File: config.mk
export PLATFORM = sky130hd
export DESIGN_NAME = rgb_fade_blink_remote_controller_top
export DESIGN_NICKNAME = d
export VERILOG_FILES = /design/src/rtl/core/rfb_pkg.sv /design/src/rtl/core/rgb_fade_blink_remote_controller_top.sv
export SDC_FILE = /design/constraint.sdc
export NUM_CORES = 1
export LEC_CHECK = 0
export BUFFER_PORTS_ARGS = -buffer_cell sky130_fd_sc_hd__buf_2
export CAP_MARGIN = 20
export CORE_ASPECT_RATIO = 0.6
export CORE_UTILIZATION = 55
export DETAILED_ROUTE_END_ITERATION = 12
export GPL_TIMING_DRIVEN = 1
export PLACE_DENSITY = 0.87
export SLEW_MARGIN = 15
export SYNTH_ARGS = -nofsm -noshare
export SYNTH_HDL_FRONTEND = slang
export SYNTH_SLANG_ARGS = --single-unit
File: constraint.sdc
create_clock -name clock -period 3.1 [get_ports clock]
set_clock_uncertainty 0.1 [all_clocks]
set_input_delay 0.155 -clock clock [delete_from_list [all_inputs] [get_ports clock]]
set_output_delay 0.155 -clock clock [all_outputs]
set_load 0.01 [all_outputs]
File: src/rtl/core/rfb_pkg.sv
// ----------------------------------------------------------------------------
// rfb_pkg
// Shared types and constants for the rgb fade/blink remote controller:
// channel level and step encodings, timing scales and remote command codes.
// ----------------------------------------------------------------------------
`timescale 1ns / 1ps

package rfb_pkg;

   typedef logic [7:0]  level_type;
   typedef logic [1:0]  step_type;
   typedef logic [4:0]  speed_type;
   typedef logic [11:0] blink_wait_type;
   typedef logic [7:0]  code_type;

   localparam int NUM_CHANNELS = 3;

   localparam level_type LEVEL_MIN = 8'd0;
   localparam level_type LEVEL_MAX = 8'd255;

   // two's complement step: up is +1, down is -1
   localparam step_type STEP_ZERO = 2'd0;
   localparam step_type STEP_UP   = 2'd1;
   localparam step_type STEP_DOWN = 2'd3;

   localparam speed_type      SPEED_1     = 5'd1;
   localparam speed_type      SPEED_3     = 5'd3;
   localparam speed_type      SPEED_5     = 5'd5;
   localparam speed_type      SPEED_10    = 5'd10;
   localparam speed_type      SPEED_25    = 5'd25;
   localparam speed_type      SPEED_RESET = SPEED_10;
   localparam blink_wait_type BLINK_SCALE = 12'd100;

   localparam code_type CODE_NONE        = 8'd0;
   localparam code_type CODE_HALT        = 8'd28;
   localparam code_type CODE_FADE_TOGGLE = 8'd25;
   localparam code_type CODE_CLEAR_LEVEL = 8'd22;
   localparam code_type CODE_RANDOMIZE   = 8'd13;
   localparam code_type CODE_CLEAR_STEP  = 8'd24;
   localparam code_type CODE_STEP_RED    = 8'd8;
   localparam code_type CODE_STEP_GREEN  = 8'd82;
   localparam code_type CODE_STEP_BLUE   = 8'd90;
   localparam code_type CODE_LEVEL_RED   = 8'd7;
   localparam code_type CODE_LEVEL_GREEN = 8'd21;
   localparam code_type CODE_LEVEL_BLUE  = 8'd9;
   localparam code_type CODE_SPEED_1     = 8'd68;
   localparam code_type CODE_SPEED_3     = 8'd67;
   localparam code_type CODE_SPEED_5     = 8'd69;
   localparam code_type CODE_SPEED_10    = 8'd70;
   localparam code_type CODE_SPEED_25    = 8'd71;
   localparam code_type CODE_BLINK_TOGGLE = 8'd64;

   localparam int CH_RED   = 0;
   localparam int CH_GREEN = 1;
   localparam int CH_BLUE  = 2;

endpackage

File: src/rtl/core/rgb_fade_blink_remote_controller_top.sv
// ----------------------------------------------------------------------------
// rgb_fade_blink_remote_controller_top
// Three-channel rgb effect controller fed by millisecond ticks and decoded
// remote command bytes. Each accepted transaction updates the channel state
// in one pass and yields one result with the three levels, the fade and blink
// mode flags and an unknown-command flag. One transaction is taken every
// clock cycle as long as no result waits untaken; its result is presented
// from the output register on the following cycle, and a new transaction is
// accepted while that result waits, as long as it is taken in the same
// cycle. Throughput is limited only by the single output register draining.
// ----------------------------------------------------------------------------
`timescale 1ns / 1ps

module rgb_fade_blink_remote_controller_top (
   input  logic       clock,
   input  logic       reset,
   input  logic       req_valid,
   output logic       req_ready,
   input  logic       req_cmd,
   input  logic [7:0] req_ir_code,
   input  logic       req_repeat_flag,
   input  logic [7:0] req_rand_red,
   input  logic [7:0] req_rand_green,
   input  logic [7:0] req_rand_blue,
   output logic       rsp_valid,
   input  logic       rsp_ready,
   output logic [7:0] rsp_red,
   output logic [7:0] rsp_green,
   output logic [7:0] rsp_blue,
   output logic       rsp_fade_on,
   output logic       rsp_blink_on,
   output logic       rsp_unknown_code
);

   rfb_pkg::level_type      level_ff [rfb_pkg::NUM_CHANNELS];
   rfb_pkg::level_type      level_in [rfb_pkg::NUM_CHANNELS];
   rfb_pkg::step_type       step_ff  [rfb_pkg::NUM_CHANNELS];
   rfb_pkg::step_type       step_in  [rfb_pkg::NUM_CHANNELS];
   rfb_pkg::speed_type      speed_ff, speed_in;
   logic                    fade_mode_ff, fade_mode_in;
   logic                    blink_mode_ff, blink_mode_in;
   rfb_pkg::speed_type      fade_wait_ff, fade_wait_in;
   rfb_pkg::blink_wait_type blink_wait_ff, blink_wait_in;
   logic                    unknown_in;

   logic                    rsp_valid_ff;
   rfb_pkg::level_type      rsp_red_ff, rsp_green_ff, rsp_blue_ff;
   logic                    rsp_fade_ff, rsp_blink_ff, rsp_unknown_ff;

   logic                    accept;
   rfb_pkg::code_type       code;
   rfb_pkg::level_type      rand_level [rfb_pkg::NUM_CHANNELS];

   assign req_ready = !rsp_valid_ff || rsp_ready;
   assign accept    = req_valid && req_ready;

   // repeat frames count as the ignored code
   assign code = req_repeat_flag ? rfb_pkg::CODE_NONE : req_ir_code;

   assign rand_level[rfb_pkg::CH_RED]   = req_rand_red;
   assign rand_level[rfb_pkg::CH_GREEN] = req_rand_green;
   assign rand_level[rfb_pkg::CH_BLUE]  = req_rand_blue;

   always_comb begin
      for (int i = 0; i < rfb_pkg::NUM_CHANNELS; i++) begin
         level_in[i] = level_ff[i];
         step_in[i]  = step_ff[i];
      end
      speed_in      = speed_ff;
      fade_mode_in  = fade_mode_ff;
      blink_mode_in = blink_mode_ff;
      fade_wait_in  = fade_wait_ff;
      blink_wait_in = blink_wait_ff;
      unknown_in    = 1'b0;

      if (!req_cmd) begin
         // both waits count down and hold at zero
         if (fade_wait_ff != '0) begin
            fade_wait_in = fade_wait_ff - 5'd1;
         end
         if (blink_wait_ff != '0) begin
            blink_wait_in = blink_wait_ff - 12'd1;
         end
         if (fade_mode_ff) begin
            if (fade_wait_in == '0) begin
               for (int i = 0; i < rfb_pkg::NUM_CHANNELS; i++) begin
                  if (step_ff[i] == rfb_pkg::STEP_UP) begin
                     if (level_ff[i] == rfb_pkg::LEVEL_MAX) begin
                        step_in[i] = rfb_pkg::STEP_DOWN;
                     end else begin
                        level_in[i] = level_ff[i] + 8'd1;
                     end
                  end else if (step_ff[i] != rfb_pkg::STEP_ZERO) begin
                     if (level_ff[i] == rfb_pkg::LEVEL_MIN) begin
                        step_in[i] = rfb_pkg::STEP_UP;
                     end else begin
                        level_in[i] = level_ff[i] - 8'd1;
                     end
                  end
               end
               fade_wait_in = speed_ff;
            end
         end else if (blink_mode_ff) begin
            if (blink_wait_in == '0) begin
               for (int i = 0; i < rfb_pkg::NUM_CHANNELS; i++) begin
                  if (step_ff[i] != rfb_pkg::STEP_ZERO) begin
                     level_in[i] = (level_ff[i] != rfb_pkg::LEVEL_MIN) ?
                                   rfb_pkg::LEVEL_MIN : rfb_pkg::LEVEL_MAX;
                  end
               end
               blink_wait_in = 12'(speed_ff) * rfb_pkg::BLINK_SCALE;
            end
         end
      end else begin
         case (code)
            rfb_pkg::CODE_NONE: begin
            end
            rfb_pkg::CODE_HALT: begin
               fade_mode_in  = 1'b0;
               blink_mode_in = 1'b0;
               for (int i = 0; i < rfb_pkg::NUM_CHANNELS; i++) begin
                  level_in[i] = rfb_pkg::LEVEL_MIN;
                  step_in[i]  = rfb_pkg::STEP_UP;
               end
            end
            rfb_pkg::CODE_FADE_TOGGLE: begin
               fade_mode_in = !fade_mode_ff;
            end
            rfb_pkg::CODE_BLINK_TOGGLE: begin
               blink_mode_in = !blink_mode_ff;
            end
            rfb_pkg::CODE_CLEAR_LEVEL: begin
               for (int i = 0; i < rfb_pkg::NUM_CHANNELS; i++) begin
                  level_in[i] = rfb_pkg::LEVEL_MIN;
               end
            end
            rfb_pkg::CODE_RANDOMIZE: begin
               for (int i = 0; i < rfb_pkg::NUM_CHANNELS; i++) begin
                  level_in[i] = rand_level[i];
               end
            end
            rfb_pkg::CODE_CLEAR_STEP: begin
               for (int i = 0; i < rfb_pkg::NUM_CHANNELS; i++) begin
                  step_in[i] = rfb_pkg::STEP_ZERO;
               end
            end
            rfb_pkg::CODE_STEP_RED: begin
               step_in[rfb_pkg::CH_RED] =
                  (step_ff[rfb_pkg::CH_RED] != rfb_pkg::STEP_ZERO) ?
                  rfb_pkg::STEP_ZERO : rfb_pkg::STEP_UP;
            end
            rfb_pkg::CODE_STEP_GREEN: begin
               step_in[rfb_pkg::CH_GREEN] =
                  (step_ff[rfb_pkg::CH_GREEN] != rfb_pkg::STEP_ZERO) ?
                  rfb_pkg::STEP_ZERO : rfb_pkg::STEP_UP;
            end
            rfb_pkg::CODE_STEP_BLUE: begin
               step_in[rfb_pkg::CH_BLUE] =
                  (step_ff[rfb_pkg::CH_BLUE] != rfb_pkg::STEP_ZERO) ?
                  rfb_pkg::STEP_ZERO : rfb_pkg::STEP_UP;
            end
            rfb_pkg::CODE_LEVEL_RED: begin
               level_in[rfb_pkg::CH_RED] =
                  (level_ff[rfb_pkg::CH_RED] != rfb_pkg::LEVEL_MIN) ?
                  rfb_pkg::LEVEL_MIN : rfb_pkg::LEVEL_MAX;
            end
            rfb_pkg::CODE_LEVEL_GREEN: begin
               level_in[rfb_pkg::CH_GREEN] =
                  (level_ff[rfb_pkg::CH_GREEN] != rfb_pkg::LEVEL_MIN) ?
                  rfb_pkg::LEVEL_MIN : rfb_pkg::LEVEL_MAX;
            end
            rfb_pkg::CODE_LEVEL_BLUE: begin
               level_in[rfb_pkg::CH_BLUE] =
                  (level_ff[rfb_pkg::CH_BLUE] != rfb_pkg::LEVEL_MIN) ?
                  rfb_pkg::LEVEL_MIN : rfb_pkg::LEVEL_MAX;
            end
            rfb_pkg::CODE_SPEED_1:  speed_in = rfb_pkg::SPEED_1;
            rfb_pkg::CODE_SPEED_3:  speed_in = rfb_pkg::SPEED_3;
            rfb_pkg::CODE_SPEED_5:  speed_in = rfb_pkg::SPEED_5;
            rfb_pkg::CODE_SPEED_10: speed_in = rfb_pkg::SPEED_10;
            rfb_pkg::CODE_SPEED_25: speed_in = rfb_pkg::SPEED_25;
            default: begin
               unknown_in = 1'b1;
            end
         endcase
      end
   end

   always_ff @(posedge clock) begin
      if (reset) begin
         for (int i = 0; i < rfb_pkg::NUM_CHANNELS; i++) begin
            level_ff[i] <= rfb_pkg::LEVEL_MIN;
            step_ff[i]  <= rfb_pkg::STEP_UP;
         end
         speed_ff      <= rfb_pkg::SPEED_RESET;
         fade_mode_ff  <= 1'b0;
         blink_mode_ff <= 1'b0;
         fade_wait_ff  <= '0;
         blink_wait_ff <= '0;
      end else if (accept) begin
         for (int i = 0; i < rfb_pkg::NUM_CHANNELS; i++) begin
            level_ff[i] <= level_in[i];
            step_ff[i]  <= step_in[i];
         end
         speed_ff      <= speed_in;
         fade_mode_ff  <= fade_mode_in;
         blink_mode_ff <= blink_mode_in;
         fade_wait_ff  <= fade_wait_in;
         blink_wait_ff <= blink_wait_in;
      end
   end

   always_ff @(posedge clock) begin
      if (reset) begin
         rsp_valid_ff <= 1'b0;
      end else if (accept) begin
         rsp_valid_ff <= 1'b1;
      end else if (rsp_ready) begin
         rsp_valid_ff <= 1'b0;
      end
   end

   // result payload, loaded with the state this transaction leaves behind
   always_ff @(posedge clock) begin
      if (accept) begin
         rsp_red_ff     <= level_in[rfb_pkg::CH_RED];
         rsp_green_ff   <= level_in[rfb_pkg::CH_GREEN];
         rsp_blue_ff    <= level_in[rfb_pkg::CH_BLUE];
         rsp_fade_ff    <= fade_mode_in;
         rsp_blink_ff   <= blink_mode_in;
         rsp_unknown_ff <= unknown_in;
      end
   end

   assign rsp_valid        = rsp_valid_ff;
   assign rsp_red          = rsp_red_ff;
   assign rsp_green        = rsp_green_ff;
   assign rsp_blue         = rsp_blue_ff;
   assign rsp_fade_on      = rsp_fade_ff;
   assign rsp_blink_on     = rsp_blink_ff;
   assign rsp_unknown_code = rsp_unknown_ff;

endmodule
# ---- After elaboration in Yosys (flattened, before gate mapping)
# Memory sizes are Yosys's and may differ from the RTL's.
# Index checks and enable logic that the tools add are counted.
dict set report op_classes {
  n_mul 1
  bitwise_logic 7
  n_reduce_logical 25
  eq_ne 23
  n_mux 76
  add_sub_neg 8
}
# cell n
set ops {}
lappend ops {{two-way mux 8 bit} 22}
lappend ops {{two-way mux 24 bit} 5}
lappend ops {{case mux 8 bit (3 select lines)} 3}
lappend ops {{== test 8 x 7 -> 1 bit (second input constant)} 8}
lappend ops {{two-way mux 12 bit} 5}
lappend ops {{== test 8 x 5 -> 1 bit (second input constant)} 5}
lappend ops {{logical NOT 8 bit} 4}
lappend ops {{two-way mux 2 bit} 15}
lappend ops {{case mux 5 bit (5 select lines)} 1}
lappend ops {{adder 8 x 1 -> 8 bit (second input constant)} 3}
lappend ops {{== test 8 x 4 -> 1 bit (second input constant)} 3}
lappend ops {{== test 8 bit (second input constant)} 3}
lappend ops {{nonzero test 8 bit} 3}
lappend ops {{subtractor 8 x 1 -> 8 bit (second input constant)} 3}
lappend ops {{two-way mux 5 bit} 4}
lappend ops {{two-way mux 6 bit} 3}
lappend ops {{case mux 2 bit (3 select lines)} 3}
lappend ops {{OR reduction 18 bit} 1}
lappend ops {{two-way mux 1 bit} 13}
lappend ops {{logical NOT 12 bit} 1}
lappend ops {{nonzero test 12 bit} 1}
lappend ops {{subtractor 12 x 1 -> 12 bit (second input constant)} 1}
lappend ops {{multiplier 5 x 5 -> 10 bit (second input constant)} 1}
lappend ops {{nonzero test 5 bit} 2}
lappend ops {{14 further kinds} 27}
dict set report word_totals {
  ff_bits 52
  output_inout_bits 29
  memories 2
  wordCells 154
  ram_bits 30
  input_bits 38
}
# name words width rd rd_clocked_by_memory_dff wr line_no
set mem_list {}
lappend mem_list {level_ff 3 8 3 0 3 rgb_fade_blink_remote_controller_top.sv:35} ;# rfb_pkg::level_type level_ff [rfb_pkg::NUM_CHANNELS];
lappend mem_list {step_ff 3 2 3 0 3 rgb_fade_blink_remote_controller_top.sv:37} ;# rfb_pkg::step_type step_ff [rfb_pkg::NUM_CHANNELS];

# ---- Longest topological paths before layout
dict set report depth {
  word_depth 9
  mapped_depth 11
  mapped_depth_nobuf 11
}

# ---- Least setup slack after synthesis
# OpenSTA, ideal clock, no wires.
dict set report synth_path {
  kind {reg2reg}
  startpoint {register blink_wait_ff[0]}
  endpoint {memory level_ff[0][11] in the netlist's numbering (data pin)}
  slack_ps -128
  stages_incl_launch_ff 11
  setup_ps 170
  period_less_slack_ps 3228
  required_time_ps 2830
  arrival_ps 2958
  cell_sequence {dfxtp_1 -> inv_1 -> ha_1 -> or3b_2 -> nor3_1 -> mux2_2 -> or4_4 -> buf_6 -> nor4_4 -> a21oi_1 -> o31ai_1}
}
# element line_no
set synth_rtl {}
lappend synth_rtl {{start: declaration} rgb_fade_blink_remote_controller_top.sv:43} ;# rfb_pkg::blink_wait_type blink_wait_ff, blink_wait_in;
lappend synth_rtl {{start signal: assignment} rgb_fade_blink_remote_controller_top.sv:209} ;# blink_wait_ff <= blink_wait_in;
lappend synth_rtl {{end: declaration} rgb_fade_blink_remote_controller_top.sv:35}

==> impl_metrics.toml <==
[logic_synthesis]
async_flop_share = 0
synth_top_area_share = 0.244
ys_seq_area_frac = 0.316
ys_top_cells_by_area = "edfxtp_1 24%, dfxtp_1 7.1%, ha_1 5.2%, a21oi_1 4.3%, a221oi_1 3.6%"
yosys_warnings = 0
synth_edf_count = 57
avgSynthCellArea_um2 = 8.34
ys_ff_latch = 82
synth_area_leader_cell = "edfxtp_1"
synthFlopType = "edfxtp_1"
synth.net_count = 908
syn_area_um2 = 7000
synthCells = 840
ys_types = 80

[grt]
gr-usage-met3 = 0.111
grt_usage = 0.378
grt_overflow = 0
first_global_vias = 7108
antenna_found_initial = 0
gr-usage-met2 = 0.528
globalRoute.busiestLayer = "met1"
grt_max_degree = 44
grt_first_pass_wirelength_um = 38400
met1_usage = 0.551

[outcome]
violations = "setup timing"
outcome = "complete, but fails checks"

[critical_path]
crit_path_end_kind = "flip-flop"
crit_fanout = 8
crit_type = "reg -> reg"
max_stage_delay_ns = 0.60
cp-start-kind = "flip-flop"
path_delay_family = "simple AND/OR/NAND/NOR gates"
crit_start = "blink_wait_ff[0]"
r2r_end = "rsp_blue[2]"
cp_num_buf_inv = 5
crit_arrival_ns = 3.30
r2r_start = "blink_wait_ff[0]"
ff2ff_path_depth = 12
endpoint = "rsp_blue[2]"
required_ns = 3.19
crit_chain = "buf_4 -> or4_4 -> buf_4 -> nor2_2 -> nor3_2 -> or4_4 -> buf_12 -> nor4_4 -> buf_6 -> buf_6 -> a21oi_2 -> o22ai_1"
crit_path_top_delay_cell = "or4_4"
crit_cells = 12
r2r_setup_slack_ns = -0.10

[clock_network]
cts-buffers-inserted = 9
clkSlewWorstSetupHoldPaths_ns = 0.07
htreeDepth = 3
cts.path.max_buffers = 2
clock-sinks = 82
clock_latency_ns = 0.35
cts_tree = "built"
root_buffer = "clkbuf_16"

[floorplan]
die-area_um2 = 13200
die_h_um = 89.4
initial_core_util = 0.573
die_w_um = 148
fp-row-count = 31
coreArea_um2 = 12200
ios = 67

[min_path]
hold_path.class = "in -> reg"

[drt]
vias = 8072
ant_nets = 0
wirelength_um = 25200
via_per_inst = 7.12
drt_pass1_iterations = 6
wl_per_cell_um = 22.2
drc_errors = 0
drtIter0Drc = 1434

[sta]
worstMarginPinSlew_ns = 0.755
layout_setup_ws_ns = -0.102
rsz0062_at_grt = "true"
slew_viol_final = 0
slew_headroom = 0.494
final-setup-viol-count = 23
whs_ns = 0.0228
fin_tns_setup_ns = -0.726
max_freq_ghz = 0.312
min_period_ns = 3.20
fin_crit_sh = 1.03
final_hold_viol_count = 0

[final_layout]
area_growth_pct = 24.7
layout-drive-gt1-share = 0.292
layout_common_cells = "94 x buf_4, 66 x buf_2, 65 x nand2_1"
stdcell_area_um2 = 8730
nets = 1030
final_core_util = 0.715
final_common_cell = "buf_4"

[flow_run]
maxCapViolations = 0

[placed_design]
dp.final_hpwl_um = 17700
numPortBuffers = 66
placed_area_um2 = 8070
preCtsSetupSlack_ns = -0.0261
place.gp.congestion = 0.992

[power_and_ir_drop]
power_leakage_nw = 3.27
powerDensity_nw_per_um2 = 462
irDropWorstVdd_v = 0.000347
[logic make-up (layout without fill, tap and decap cells)]
logic type | after synthesis | in the layout | synth area share
compound gates | 291 | 291 | 0.292
xor+xnor | 14 | 14 | 0.0175
fa+ha+maj | 30 | 30 | 0.0547
buf+inv | 91 | 218 | 0.0523
flops | 82 | 82 | 0.316
mux | 10 | 10 | 0.0152
other cells | 0 | 1 | 0
simple gates | 322 | 322 | 0.252
[flip-flops by register name, summed over array words and instances (netlist names)]
register / cells
rsp_blink_on: 1
rsp_red: 8
level_ff: 24
rsp_unknown_code: 1
fade_mode_ff: 1
speed_ff: 5
step_ff: 6
rsp_fade_on: 1
rsp_valid: 1
rsp_blue: 8
blink_mode_ff: 1
rsp_green: 8
blink_wait_ff: 12
fade_wait_ff: 5
[metrics by stage]
step	instances	power, mW
6_report	1133	4.04
5_1_grt	1132	4.18
2_1_floorplan	840	2.25
3_3_place_gp	1104	2.75
4_1_cts	1124	3.83
3_5_place_dp	1104	2.77
[final cells by class]
type                       instances  area (um2)
antenna                            1        2.50
clock buffer                       9         225
clock inverter                     7        48.8
fill                             941        3480
inverter                          30         115
multi-input combinational        667        4720
sequential                        82        2220
tap                              165         206
timing repair buffer             172        1200
[worst min-delay path by stage]
stage	start	endpoint	slack (ns)	depth (start not counted)
floorplan	req_valid	rsp_valid	0.18	2
global placement	req_valid	rsp_valid	0.30	3
detailed placement	req_valid	rsp_valid	0.32	3
CTS	rsp_ready	rsp_valid	0.01	3
global route	rsp_ready	rsp_valid	0.05	3
finish	rsp_ready	rsp_valid	0.02	3
[per-layer routing]
layer / part of all wire / wire, um
met1: 0.43 / 10800
met4: 0.020 / 510
met2: 0.41 / 10300
met3: 0.14 / 3610
met5: 0 / 0
[tightest hold or removal path, delay by kind of cell]
| kind | cells | cell delay [ns] |
|---|---|---|
| compound gates | 1 | 0.08 |
| buf+inv | 1 | 0.07 |
| simple gates | 1 | 0.13 |
[synth_stat cells (25+ instances only)]
cell type  count
ha_1          29
nor2_1        61
a21oi_1       60
inv_1         29
o31ai_1       28
nand2_1       66
o21ai_0       32
edfxtp_1      57
nor3_1        34
clkbuf_1      54
dfxtp_1       25
a221oi_1      29
nand3_1       27
[power by group]
group,total [mW],internal (mW),switching (mW)
clock,1.05,0.549,0.498
sequential,1.36,1.28,0.0854
combinational,1.63,0.700,0.930
total,4.04,2.53,1.51
[repair_timing]
action,CTS,global route
setup endpoints to repair,16,58
cloned,0,0
pin swaps,6,24
hold endpoints to repair,1,0
hold buffers,1,0
gates resized for setup,8,54
buffers inserted,3,8
Power figures use the tool's default switching activity.
